===== config.mk =====
export PLATFORM = sky130hd
export DESIGN_NAME = radix_integer_stream_parser_top
export DESIGN_NICKNAME = d
export VERILOG_FILES = /design/src/hdl/rsp_pkg.sv /design/src/hdl/rsp_mac.sv /design/src/hdl/radix_integer_stream_parser_top.sv
export VERILOG_INCLUDE_DIRS = /design/src /design/src/hdl
export SDC_FILE = /design/constraint.sdc
export NUM_CORES = 1
export LEC_CHECK = 0
export BUFFER_PORTS_ARGS = -buffer_cell sky130_fd_sc_hd__buf_2
export CORE_ASPECT_RATIO = 0.7
export CORE_MARGIN = 2
export CORE_UTILIZATION = 35
export CTS_CLUSTER_DIAMETER = 100
export DETAILED_ROUTE_END_ITERATION = 12
export PLACE_DENSITY = 0.52
export SLEW_MARGIN = 30
export SYNTH_ARGS = -nofsm -noshare
export SYNTH_HDL_FRONTEND = slang
export SYNTH_HIERARCHICAL = 1
export SYNTH_SLANG_ARGS = --single-unit

===== constraint.sdc =====
create_clock -name clk -period 4.7 [get_ports clk]
set_clock_uncertainty 0.2 [all_clocks]
set_input_delay 0 -clock clk [delete_from_list [all_inputs] [get_ports clk]]
set_output_delay 0 -clock clk [all_outputs]
set_load 0.1 [all_outputs]

===== src/hdl/radix_integer_stream_parser_top_defines.svh =====
// Assertion macros for the radix integer stream parser.
// No dependencies; expects clk and rst_n in the including scope.
`ifndef RADIX_INTEGER_STREAM_PARSER_TOP_DEFINES_SVH
`define RADIX_INTEGER_STREAM_PARSER_TOP_DEFINES_SVH

// Property holds on every clock edge out of reset.
`define RSP_ASSERT(lbl, cond, msg) \
  lbl: assert property (@(posedge clk) disable iff (!rst_n) (cond)) else $error(msg);

// Overlapped implication, checked out of reset.
`define RSP_ASSERT_IMP(lbl, ante, cons, msg) \
  lbl: assert property (@(posedge clk) disable iff (!rst_n) (ante) |-> (cons)) else $error(msg);

// Next-cycle implication, checked out of reset.
`define RSP_ASSERT_NXT(lbl, ante, cons, msg) \
  lbl: assert property (@(posedge clk) disable iff (!rst_n) (ante) |=> (cons)) else $error(msg);

`endif


===== src/hdl/rsp_pkg.sv =====
// Shared types, constants and digit decode for the radix integer stream parser.
// No dependencies.
`timescale 1ns / 1ps

package rsp_pkg;

  localparam int VALUE_W  = 31;
  localparam int STATUS_W = 2;
  localparam int DIGIT_W  = 6;
  localparam int RADIX_W  = 6;
  localparam int CH_W     = 8;
  // acc (31 bits) * base (<= 36) + digit fits in 37 bits
  localparam int SUM_W    = VALUE_W + DIGIT_W;

  localparam logic [RADIX_W-1:0] RADIX_MIN   = 6'd2;
  localparam logic [RADIX_W-1:0] RADIX_MAX   = 6'd36;
  localparam logic [RADIX_W-1:0] RADIX_RESET = 6'd10;
  localparam logic [DIGIT_W-1:0] NO_DIGIT    = 6'd36;

  localparam logic [CH_W-1:0] CH_LF = 8'h0A;
  localparam logic [CH_W-1:0] CH_CR = 8'h0D;
  localparam logic [CH_W-1:0] CH_0  = 8'h30;
  localparam logic [CH_W-1:0] CH_9  = 8'h39;
  localparam logic [CH_W-1:0] CH_LA = 8'h61;
  localparam logic [CH_W-1:0] CH_LZ = 8'h7A;

  localparam logic [STATUS_W-1:0] ST_INT   = 2'd0;
  localparam logic [STATUS_W-1:0] ST_NOINT = 2'd1;
  localparam logic [STATUS_W-1:0] ST_END   = 2'd2;

  typedef enum logic [3:0] {
    S_IDLE   = 4'b0001,
    S_CALC   = 4'b0010,
    S_DECIDE = 4'b0100,
    S_DRAIN  = 4'b1000
  } state_t;

  typedef struct packed {
    logic [STATUS_W-1:0] status;
    logic [VALUE_W-1:0]  value;
  } res_t;

  // Digit value of a byte, NO_DIGIT when it is no digit in any base.
  function automatic logic [DIGIT_W-1:0] digit_of(input logic [CH_W-1:0] c);
    logic [CH_W-1:0] t;
    begin
      t = '0;
      if (c >= CH_0 && c <= CH_9) begin
        t = c - CH_0;
        digit_of = t[DIGIT_W-1:0];
      end else if (c >= CH_LA && c <= CH_LZ) begin
        t = c - CH_LA + 8'd10;
        digit_of = t[DIGIT_W-1:0];
      end else begin
        digit_of = NO_DIGIT;
      end
    end
  endfunction

endpackage


===== src/hdl/rsp_mac.sv =====
// Shared multiply-add unit: acc * base + digit, result registered.
// Depends on rsp_pkg.
`timescale 1ns / 1ps

module rsp_mac (
  input  logic                         clk,
  input  logic                         en,
  input  logic [rsp_pkg::VALUE_W-1:0]  acc,
  input  logic [rsp_pkg::RADIX_W-1:0]  base,
  input  logic [rsp_pkg::DIGIT_W-1:0]  dig,
  output logic [rsp_pkg::SUM_W-1:0]    sum_r
);

  logic [rsp_pkg::SUM_W-1:0] prod;
  logic [rsp_pkg::SUM_W-1:0] sum_nxt;

  assign prod    = rsp_pkg::SUM_W'(acc) * rsp_pkg::SUM_W'(base);
  assign sum_nxt = prod + rsp_pkg::SUM_W'(dig);

  always_ff @(posedge clk) begin
    if (en) begin
      sum_r <= sum_nxt;
    end
  end

endmodule


===== src/hdl/radix_integer_stream_parser_top.sv =====
// Radix integer stream parser, top level: sequencer, parse state, output stage.
// Depends on rsp_pkg, rsp_mac and radix_integer_stream_parser_top_defines.svh.
`timescale 1ns / 1ps
//
//  Channel  Dir  Fields (tdata low bit up)            Side bits
//  in_*     in   ch[7:0]                              tuser=action, tlast=line_end
//  out_*    out  status[1:0], value[32:2], zero pad   tlast=last
//  cfg_*    in   radix[5:0] on cfg_wr_data            cfg_wr_en strobe
//
//  A byte is taken in IDLE, passes through the shared multiply-add (CALC)
//  and then DECIDE, and goes back to IDLE when it gives no result.
//  Each result then occupies the output register until it is transferred; the
//  sequencer takes no new byte until the last result of the byte is transferred.
//  Reset: radix 10, seeking a digit, not discarding, output empty. No memory.
//  Stalls: out_tready low holds the output register and the pending result.

`include "radix_integer_stream_parser_top_defines.svh"

module radix_integer_stream_parser_top #(
  parameter int CELL_BITS = 32
) (
  input  logic        clk,
  input  logic        rst_n,
  // input stream
  input  logic        in_tvalid,
  output logic        in_tready,
  input  logic [7:0]  in_tdata,     // ch[7:0]
  input  logic        in_tuser,     // action: 0 byte, 1 end of input
  input  logic        in_tlast,     // line_end
  // result stream
  output logic        out_tvalid,
  input  logic        out_tready,
  output logic [39:0] out_tdata,    // status[1:0], value[32:2], 0 above
  output logic        out_tlast,    // last result of the input transfer
  // configuration
  input  logic        cfg_wr_en,
  input  logic [5:0]  cfg_wr_data   // radix
);

  // cell maximum 2^(bits-1)-1, capped so it fits the value field
  localparam int CELL_EFF = (CELL_BITS > 32) ? 32 : CELL_BITS;
  localparam logic [rsp_pkg::VALUE_W-1:0] CELL_MAX =
    rsp_pkg::VALUE_W'((64'd1 << (CELL_EFF - 1)) - 64'd1);

  rsp_pkg::state_t state_r, state_nxt;

  logic [rsp_pkg::RADIX_W-1:0] radix_r;
  logic                        in_num_r, in_num_nxt;
  logic                        disc_r, disc_nxt;
  logic [rsp_pkg::VALUE_W-1:0] acc_r, acc_nxt;

  // latched item
  logic                        act_r;
  logic [rsp_pkg::CH_W-1:0]    ch_r;
  logic                        eol_r;
  logic [rsp_pkg::DIGIT_W-1:0] dig_r;
  logic [rsp_pkg::RADIX_W-1:0] base_r;
  logic [rsp_pkg::RADIX_W-1:0] base_eff;

  logic [rsp_pkg::SUM_W-1:0]   sum_r;

  // output register plus one pending result
  logic                        out_tvalid_r;
  logic                        out_tlast_r;
  rsp_pkg::res_t               out_res_r;
  logic                        pend_r;
  rsp_pkg::res_t               pend_res_r;

  // decide stage
  logic [1:0]                  n_res;
  rsp_pkg::res_t               r0, r1;
  logic                        is_dig, is_crlf, ovf;
  logic [rsp_pkg::VALUE_W-1:0] acc_tmp, dig_ext;

  logic in_xfer, out_xfer;

  assign in_tready  = (state_r == rsp_pkg::S_IDLE);
  assign in_xfer    = in_tvalid & in_tready;
  assign out_tvalid = out_tvalid_r;
  assign out_tlast  = out_tlast_r;
  assign out_tdata  = {7'd0, out_res_r.value, out_res_r.status};
  assign out_xfer   = out_tvalid_r & out_tready;

  // out-of-range radix clamps to 2..36
  always_comb begin
    priority if (radix_r < rsp_pkg::RADIX_MIN) begin
      base_eff = rsp_pkg::RADIX_MIN;
    end else if (radix_r > rsp_pkg::RADIX_MAX) begin
      base_eff = rsp_pkg::RADIX_MAX;
    end else begin
      base_eff = radix_r;
    end
  end

  rsp_mac u_mac (
    .clk   (clk),
    .en    (state_r == rsp_pkg::S_CALC),
    .acc   (acc_r),
    .base  (base_r),
    .dig   (dig_r),
    .sum_r (sum_r)
  );

  assign is_dig  = (dig_r < base_r);
  assign is_crlf = (ch_r == rsp_pkg::CH_LF) || (ch_r == rsp_pkg::CH_CR);
  assign ovf     = (sum_r > rsp_pkg::SUM_W'(CELL_MAX));
  assign dig_ext = rsp_pkg::VALUE_W'(dig_r);
  assign acc_tmp = ovf ? dig_ext : sum_r[rsp_pkg::VALUE_W-1:0];

  // results of one byte, in delivery order r0 then r1
  always_comb begin
    n_res      = 2'd0;
    r0         = '{status: rsp_pkg::ST_INT, value: '0};
    r1         = '{status: rsp_pkg::ST_INT, value: '0};
    in_num_nxt = in_num_r;
    acc_nxt    = acc_r;
    disc_nxt   = disc_r;
    if (act_r) begin
      // end of input: flush a pending number, then end status
      if (in_num_r) begin
        r0    = '{status: rsp_pkg::ST_INT, value: acc_r};
        r1    = '{status: rsp_pkg::ST_END, value: '0};
        n_res = 2'd2;
      end else begin
        r0    = '{status: rsp_pkg::ST_END, value: '0};
        n_res = 2'd1;
      end
      in_num_nxt = 1'b0;
      acc_nxt    = '0;
      disc_nxt   = 1'b0;
    end else if (disc_r) begin
      if (eol_r) begin
        disc_nxt = 1'b0;
      end
    end else if (in_num_r) begin
      if (is_dig) begin
        // overflowing digit reports the old number and starts a new one
        if (ovf) begin
          r0    = '{status: rsp_pkg::ST_INT, value: acc_r};
          n_res = 2'd1;
        end
        if (eol_r) begin
          if (ovf) begin
            r1 = '{status: rsp_pkg::ST_INT, value: acc_tmp};
          end else begin
            r0 = '{status: rsp_pkg::ST_INT, value: acc_tmp};
          end
          n_res      = n_res + 2'd1;
          in_num_nxt = 1'b0;
          acc_nxt    = '0;
        end else begin
          acc_nxt = acc_tmp;
        end
      end else begin
        r0         = '{status: rsp_pkg::ST_INT, value: acc_r};
        n_res      = 2'd1;
        in_num_nxt = 1'b0;
        acc_nxt    = '0;
        if (eol_r) begin
          if (!is_crlf) begin
            r1    = '{status: rsp_pkg::ST_NOINT, value: '0};
            n_res = 2'd2;
          end
        end else if (is_crlf) begin
          disc_nxt = 1'b1;   // rest of the line is dropped
        end
      end
    end else begin
      if (is_dig) begin
        if (eol_r) begin
          r0    = '{status: rsp_pkg::ST_INT, value: dig_ext};
          n_res = 2'd1;
        end else begin
          in_num_nxt = 1'b1;
          acc_nxt    = dig_ext;
        end
      end else if (eol_r) begin
        r0    = '{status: rsp_pkg::ST_NOINT, value: '0};
        n_res = 2'd1;
      end
    end
  end

  // sequencer
  always_comb begin
    state_nxt = state_r;
    unique case (state_r)
      rsp_pkg::S_IDLE: begin
        if (in_xfer) begin
          state_nxt = rsp_pkg::S_CALC;
        end
      end
      rsp_pkg::S_CALC: begin
        state_nxt = rsp_pkg::S_DECIDE;
      end
      rsp_pkg::S_DECIDE: begin
        state_nxt = (n_res != 2'd0) ? rsp_pkg::S_DRAIN : rsp_pkg::S_IDLE;
      end
      rsp_pkg::S_DRAIN: begin
        if (out_xfer && !pend_r) begin
          state_nxt = rsp_pkg::S_IDLE;
        end
      end
      default: begin
        state_nxt = rsp_pkg::S_IDLE;
      end
    endcase
  end

  always_ff @(posedge clk) begin
    if (!rst_n) begin
      state_r      <= rsp_pkg::S_IDLE;
      radix_r      <= rsp_pkg::RADIX_RESET;
      in_num_r     <= 1'b0;
      disc_r       <= 1'b0;
      acc_r        <= '0;
      out_tvalid_r <= 1'b0;
      pend_r       <= 1'b0;
    end else begin
      state_r <= state_nxt;
      if (cfg_wr_en) begin
        radix_r <= cfg_wr_data;
      end
      if (state_r == rsp_pkg::S_DECIDE) begin
        in_num_r <= in_num_nxt;
        disc_r   <= disc_nxt;
        acc_r    <= acc_nxt;
        if (n_res != 2'd0) begin
          out_tvalid_r <= 1'b1;
          pend_r       <= (n_res == 2'd2);
        end
      end else if (out_xfer) begin
        if (pend_r) begin
          pend_r <= 1'b0;
        end else begin
          out_tvalid_r <= 1'b0;
        end
      end
    end
  end

  // payload registers
  always_ff @(posedge clk) begin
    if (in_xfer) begin
      act_r  <= in_tuser;
      ch_r   <= in_tdata;
      eol_r  <= in_tlast;
      dig_r  <= rsp_pkg::digit_of(in_tdata);
      base_r <= base_eff;
    end
    if (state_r == rsp_pkg::S_DECIDE) begin
      out_res_r   <= r0;
      out_tlast_r <= (n_res == 2'd1);
      pend_res_r  <= r1;
    end else if (out_xfer && pend_r) begin
      out_res_r   <= pend_res_r;
      out_tlast_r <= 1'b1;
    end
  end

  `RSP_ASSERT_IMP(a_ready_out_empty, in_tready, !out_tvalid_r, "input ready while result held")
  `RSP_ASSERT_IMP(a_pend_has_head, pend_r, out_tvalid_r && !out_tlast_r, "pending result without head")
  `RSP_ASSERT(a_acc_in_range, acc_r <= CELL_MAX, "accumulator above cell maximum")
  `RSP_ASSERT_NXT(a_accept_to_calc, in_xfer, state_r == rsp_pkg::S_CALC, "accepted byte skipped calc")
  `RSP_ASSERT_IMP(a_drain_valid, state_r == rsp_pkg::S_DRAIN, out_tvalid_r, "drain with empty output")

endmodule

==> flow_metrics.py, run 1 <==
metrics = {
    "outcome": {
        "status": "finished, violations left",
        "violations": "negative setup slack",
    },
    "placed_design": {
        "post-dp-hpwl_um": 27420,
        "post-place-ws_ns": -0.2257,
        "post-place-cells": 1861,
        "io_buffers": 56,
        "gp_congestion": 0.8206,
    },
    "finish": {
        "antenna_cells": 0,
        "fillers": 3467,
        "syn_to_final_growth_pct": 24.83,
        "drive_gt1_share_pct": 22.65,
        "final_cells": 1932,
        "nNetsFinal": 1663,
    },
    "synthesis": {
        "ys_seq_elements": 171,
        "ys_warn_count": 6,
        "ys_seq_area_share_pct": 35.26,
        "netlist_area_um2": 13290,
        "netlist_top_cells_count": "191 x and2_1, 126 x edfxtp_1, 120 x fa_1, 91 x ha_1, 73 x nor2_1",
        "ys.flop_type": "edfxtp_1",
        "synthMostInstantiatedCell": "and2_1",
        "synth_top_area_cell": "edfxtp_1",
        "ys_top_cells_by_area": "edfxtp_1 28%, fa_1 18%, and2_1 9.0%, ha_1 8.6%, dfxtp_1 6.8%",
        "synthCells": 1219,
        "synth_top_area_share_pct": 28.48,
        "synth_enable_flop_cells": 126,
        "async_flop_share_pct": 0,
        "synth.avg_cell_area_um2": 10.90,
        "yosys.cell_types.count": 76,
    },
    "floorplan": {
        "die_height_um": 167.0,
        "dieArea_um2": 39560,
        "core-area_um2": 37280,
        "initial_core_util_pct": 35.64,
        "io_pins": 64,
        "die_w_um": 236.9,
        "num_rows": 59,
    },
    "sta": {
        "setup_viol": 12,
        "max_slew.worst_pin.slew_ns": 0.8338,
        "holdWs_ns": 0.07685,
        "setup_tns_ns": -0.6566,
        "grt_setup_unrepaired": "true",
        "layout_min_cycle_time_ns": 4.820,
        "timing.fmax_mhz": 207.5,
        "slew_viol_final": 0,
        "finalCritPeriodShare_pct": 102.6,
        "hold_violations": 0,
        "relSlewSlack_pct": 42.97,
        "fin_ws_ns": -0.1202,
    },
    "power": {
        "powerDensity_nw_per_um2": 213.9,
        "power.switching_w": 0.001029,
        "p_comb_share_pct": 10.6,
        "pwr-share-seq_pct": 48.6,
        "ir_drop_mv": 0.2205,
        "p_leak_nw": 7.430,
        "p_int_w": 0.002518,
        "clkPwrFrac_pct": 40.8,
        "total_power_w": 0.003547,
        "switching_share_pct": 29.02,
    },
    "global_routing": {
        "grtUsageTotal_pct": 19.07,
        "grt_overflow_total": 0,
        "first_global_vias": 10040,
        "grt_max_degree": 42,
        "antenna_found_initial": 1,
        "grt_pass1_wl_um": 58780,
    },
    "clock_network": {
        "clock_path_buffers": 2,
        "clkLatencyLatePin_ns": 0.44,
        "clk_pin_slew_ns": 0.08,
        "h-tree-depth": 4,
        "root_buffer": "clkbuf_16",
        "cts_tree": "yes",
        "cts.sinks": 171,
        "numCtsBuffers": 17,
    },
    "route": {
        "via_per_inst": 5.170,
        "wl_um": 35970,
        "drt-wirelength-per-cell_um": 18.62,
        "remaining_drc_errors": 0,
        "drtIter0Drc": 760,
        "vias": 9989,
        "dr.pass1.iters": 7,
        "drt.antenna.violating_nets": 0,
    },
    "critical_path": {
        "cp_cell_sequence": "and2_4, fa_1, inv_2, fa_1, inv_2, fa_1, inv_2, fa_1, inv_2, ha_4, o21ai_4, nor3_4, a211oi_4, o31ai_4, a21oi_4, o31ai_2, xor2_1",
        "crit_type": "flop to flop",
        "path_max_fanout": 7,
        "worstPathRequired_ns": 4.69,
        "start_kind": "flop",
        "cp_slowest_cell": "fa_1",
        "crit_path_max_incr_delay_ns": 0.55,
        "end_kind": "flop",
        "crit_arrival_ns": 4.81,
    },
    "min_path": {
        "hp-class": "primary input to flop",
    },
    "run": {
        "cap_viol_max_count": 0,
    },
}
[through the flow]
| stage | cell area [µm²] | utilization (%) |
|---|---|---|
| global placement | 15100 | 40.51 |
| floorplan | 13460 | - |
| finish | 16580 | 44.48 |
| CTS | 16390 | 43.97 |
| detailed placement | 15130 | 40.59 |
| global route | 16580 | 44.48 |
[area by class of cell]
class | instances | area [µm²] | area share, %
tap | 488 | 610.6 | 3.682
inverter | 54 | 202.7 | 1.222
clock buffer | 17 | 425.4 | 2.565
timing repair buffer | 230 | 1760 | 10.62
multi-input combinational | 957 | 8728 | 52.63
clock inverter | 15 | 170.2 | 1.026
sequential | 171 | 4686 | 28.26
[cells by family after synthesis]
family,synth area share (%)
AOI/OAI and AO/OA,14.06
muxes,0.6122
xor gates and xnor gates,2.307
buffers and inverters,3.890
and+or+nand+nor,17.19
adders and majority gates,26.65
DFF,35.26
other,0.02823
[sequential cells by signal (all words and copies together) (netlist names), 4 cells and up]
name / count
pend_res_r: 33
radix_r: 6
base_r: 6
state_r: 4
ch_r: 8
out_tdata: 33
acc_r: 31
u_mac/sum_r: 37
dig_r: 6
[metal layers]
metal | part of all wire (%) | routed length [µm] | track usage (%)
met5 | 0 | 0 | 0
met4 | 0.49 | 178 | 2.889
met3 | 5.6 | 2015 | 2.950
met2 | 37 | 13320 | 23.71
met1 | 57 | 20460 | 33.45
[critical path: cells and delay by family, from the launching register on]
| kind | cells | cell delay [ns] |
|---|---|---|
| adders and majority gates | 5 | 2.31 |
| AOI/OAI and AO/OA | 5 | 1.06 |
| DFF | 1 | 0.44 |
| and+or+nand+nor | 2 | 0.23 |
| buffers and inverters | 4 | 0.17 |
| xor gates and xnor gates | 1 | 0.14 |
[power groups by stage]
stage / sequential, W / clock (W) / combinational [W]
global route: 0.00173 / 0.00154 / 0.000412
finish: 0.00172 / 0.00145 / 0.000377
global placement: 0.00175 / 0 / 0.000332
detailed placement: 0.00175 / 0 / 0.000336
CTS: 0.00172 / 0.00149 / 0.000373
floorplan: 0.00174 / 0 / 0.000208
[layout by cell type, fill, tap and decap left out, drive strengths merged, types with 8 or more instances in the layout]
cell type,count
nand4,11
nand2,63
and2,198
edfxtp,126
xor2,17
o21ai,40
nor2,74
conb,32
nor3,13
dfxtp,45
a32o,21
nor2b,8
fa,120
buf,196
xnor2,18
dlygate4sd3,33
inv,61
a21oi,65
a211oi,12
ha,91
nand3,13
a221o,31
a21o,20
clkbuf,18
[path summary, 6_finish.rpt]
path	startpoint	to	slack (ns)	depth (start not counted)
worst max-delay path	base_r[1]	u_mac/sum_r[34]	-0.12	17
worst min-delay path	in_tuser	act_r	0.08	2
worst max register to register	base_r[1]	u_mac/sum_r[34]	-0.12	17
worst min register to register	u_mac/sum_r[8]	acc_r[8]	0.32	1
[what timing repair did]
action / in CTS / in global routing
gates cloned: 0 / 0
gates resized for setup: 67 / 39
hold endpoints to repair: 41 / 0
hold buffers: 33 / 0
setup buffers: 6 / 2
setup endpoints to repair: 19 / 26
pin swaps: 18 / 28
(Power assumes the default switching activity.)
==> inputs of run 2 (changes only) <==
--- a/config.mk
+++ b/config.mk
@@ -9,10 +9,11 @@
 export BUFFER_PORTS_ARGS = -buffer_cell sky130_fd_sc_hd__buf_2
 export CORE_ASPECT_RATIO = 0.7
 export CORE_MARGIN = 2
-export CORE_UTILIZATION = 35
+export CORE_UTILIZATION = 57
 export CTS_CLUSTER_DIAMETER = 100
 export DETAILED_ROUTE_END_ITERATION = 12
-export PLACE_DENSITY = 0.52
+export MAX_ROUTING_LAYER = met4
+export PLACE_DENSITY = 0.78
 export SLEW_MARGIN = 30
 export SYNTH_ARGS = -nofsm -noshare
 export SYNTH_HDL_FRONTEND = slang
==> flow_metrics.py, run 2 (synthesis results as in run 1) <==
metrics = {
    "floorplan": {
        "dieArea_um2": 24560,
        "die_height_um": 131.7,
        "core-area_um2": 22790,
        "initial_core_util_pct": 58.29,
        "die_w_um": 186.5,
        "num_rows": 46,
        "io_pins": 64,
    },
    "min_path": {
        "holdPathStages": 2,
        "hold_end": "eol_r",
        "hp-class": "primary input to flop",
        "min_from": "in_tlast",
    },
    "finish": {
        "top_register": "u_mac/sum_r",
        "drive_gt1_share_pct": 21.25,
        "nNetsFinal": 1631,
        "fin_util_pct": 71.38,
        "antenna_cells": 0,
        "multi_input_area_um2": 8864,
        "final_cell_mix": "186 x and2_1, 126 x edfxtp_1, 117 x fa_1",
        "ff_latch_area_um2": 4686,
        "fillers": 1432,
        "syn_to_final_growth_pct": 22.45,
        "layout_commonest_cell": "and2_1",
        "largest_reg_flops": 37,
    },
    "clock_network": {
        "root_buffer": "clkbuf_16",
        "cts_tree": "yes",
        "h-tree-depth": 4,
        "numCtsBuffers": 17,
        "clk_pin_slew_ns": 0.07,
        "clock_path_buffers": 2,
        "clkLatencyLatePin_ns": 0.44,
        "cts.sinks": 171,
    },
    "power": {
        "clkPwrFrac_pct": 40.1,
        "switching_share_pct": 27.47,
        "ir_drop_mv": 0.2294,
        "power.switching_w": 0.0009650,
        "p_comb_share_pct": 10.8,
        "powerDensity_nw_per_um2": 215.9,
        "p_int_w": 0.002548,
        "p_leak_nw": 7.251,
        "pwr-share-seq_pct": 49.0,
    },
    "route": {
        "via_per_inst": 6.255,
        "drt-wirelength-per-cell_um": 21.95,
        "remaining_drc_errors": 0,
        "drtIter0Drc": 1476,
        "wl_um": 37850,
        "dr.pass1.iters": 7,
        "drt.antenna.violating_nets": 0,
        "vias": 10780,
    },
    "sta": {
        "grt_setup_unrepaired": "true",
        "relSlewSlack_pct": 39.13,
        "layout_min_cycle_time_ns": 4.966,
        "setup_tns_ns": -3.177,
        "hold_violations": 0,
        "holdWs_ns": 0.06185,
        "finalCritPeriodShare_pct": 105.7,
        "fin_ws_ns": -0.2663,
        "slew_viol_final": 0,
        "max_slew.worst_pin.slew_ns": 0.9090,
        "timing.fmax_mhz": 201.4,
        "setup_viol": 22,
    },
    "critical_path": {
        "regToRegStartpoint": "base_r[1]",
        "start_kind": "flop",
        "crit_path_max_incr_delay_ns": 0.64,
        "path_max_fanout": 8,
        "reg2reg_depth": 15,
        "cp_common_cell": "fa_1",
        "rr_endpoint": "u_mac/sum_r[34]",
        "worstPathRequired_ns": 4.68,
        "cp_cell_sequence": "buf_6, clkbuf_16, and2_1, fa_1, fa_1, fa_1, ha_1, ha_1, a21o_1, o21bai_1, a31oi_2, o31ai_4, a21oi_4, o31ai_2, xor2_1",
        "end_kind": "flop",
        "cp_slowest_cell": "fa_1",
        "regToRegSetupSlack_ns": -0.27,
        "crit_type": "flop to flop",
        "crit_arrival_ns": 4.95,
    },
    "global_routing": {
        "first_global_vias": 10150,
        "grt_overflow_total": 0,
        "grtUsageTotal_pct": 30.35,
        "grt_pass1_wl_um": 56750,
        "antenna_found_initial": 0,
        "grt_max_degree": 45,
    },
    "placed_design": {
        "gp_congestion": 0.9476,
        "post-place-ws_ns": -0.1883,
        "post-dp-hpwl_um": 24900,
        "io_buffers": 56,
    },
    "outcome": {
        "violations": "negative setup slack",
        "status": "finished, violations left",
    },
    "run": {
        "cap_viol_max_count": 0,
    },
}
## run 2: power by group through the flow
stage	logic (W)	clock network, W	registers (W)
6_report	0.000381	0.00141	0.00172
5_1_grt	0.000404	0.00147	0.00173
4_1_cts	0.000343	0.00141	0.00172
3_5_place_dp	0.000314	0	0.00175
3_3_place_gp	0.000305	0	0.00175
2_1_floorplan	0.000208	0	0.00174
## run 2: worst max-delay path by stage
stage | startpoint | endpoint | slack, ns | depth (start not counted)
after global routing | base_r[1] | u_mac/sum_r[30] | -0.36 | 15
after floorplan | base_r[2] | u_mac/sum_r[28] | -0.02 | 18
after detailed placement | base_r[0] | u_mac/sum_r[25] | -0.19 | 14
after global placement | base_r[0] | u_mac/sum_r[25] | -0.15 | 14
final | base_r[1] | u_mac/sum_r[34] | -0.27 | 15
after CTS | base_r[0] | u_mac/sum_r[28] | -0.08 | 17
## run 2: stage by stage
step                cell area [µm²]  power (W)  instances
floorplan                     13460   0.001946       1250
global placement              14600   0.002054       1647
detailed placement            14600   0.002064       1647
CTS                           15720   0.003471       1716
global route                  16270   0.003603       1724
finish                        16270   0.003513       1724
## run 2: routing by layer
metal  GRT usage (%)  wire length (µm)  vias up
met2           39.78             15910      746
met4           5.556               829        0
li1                -                 -     4665
met5               -                 0        -
met3           9.130              5277       99
met1           46.41             15830     5273
## run 2: what timing repair did
item	CTS	global route
gates cloned	0	2
setup endpoints to repair	18	27
hold endpoints to repair	30	0
pin swaps	22	30
setup buffers	5	7
resized for setup	36	79
hold buffers	33	0
## run 2: critical path: cells and delay by family (launching register included)
family	cells	cell delay, ns
fa+ha+maj	5	2.30
compound gates	6	1.13
flops	1	0.45
buf+inv	2	0.32
simple gates	1	0.15
xor+xnor	1	0.15
## run 2: final cells by class
cell class              instances  share of cell area (%)
multi-input cells             957                   54.48
flip-flops and latches        171                   28.80
repair buffers                198                   9.591
clock buffers                  19                   2.661
well taps                     312                   2.400
inverters                      54                   1.246
clock inverters                13                  0.8153
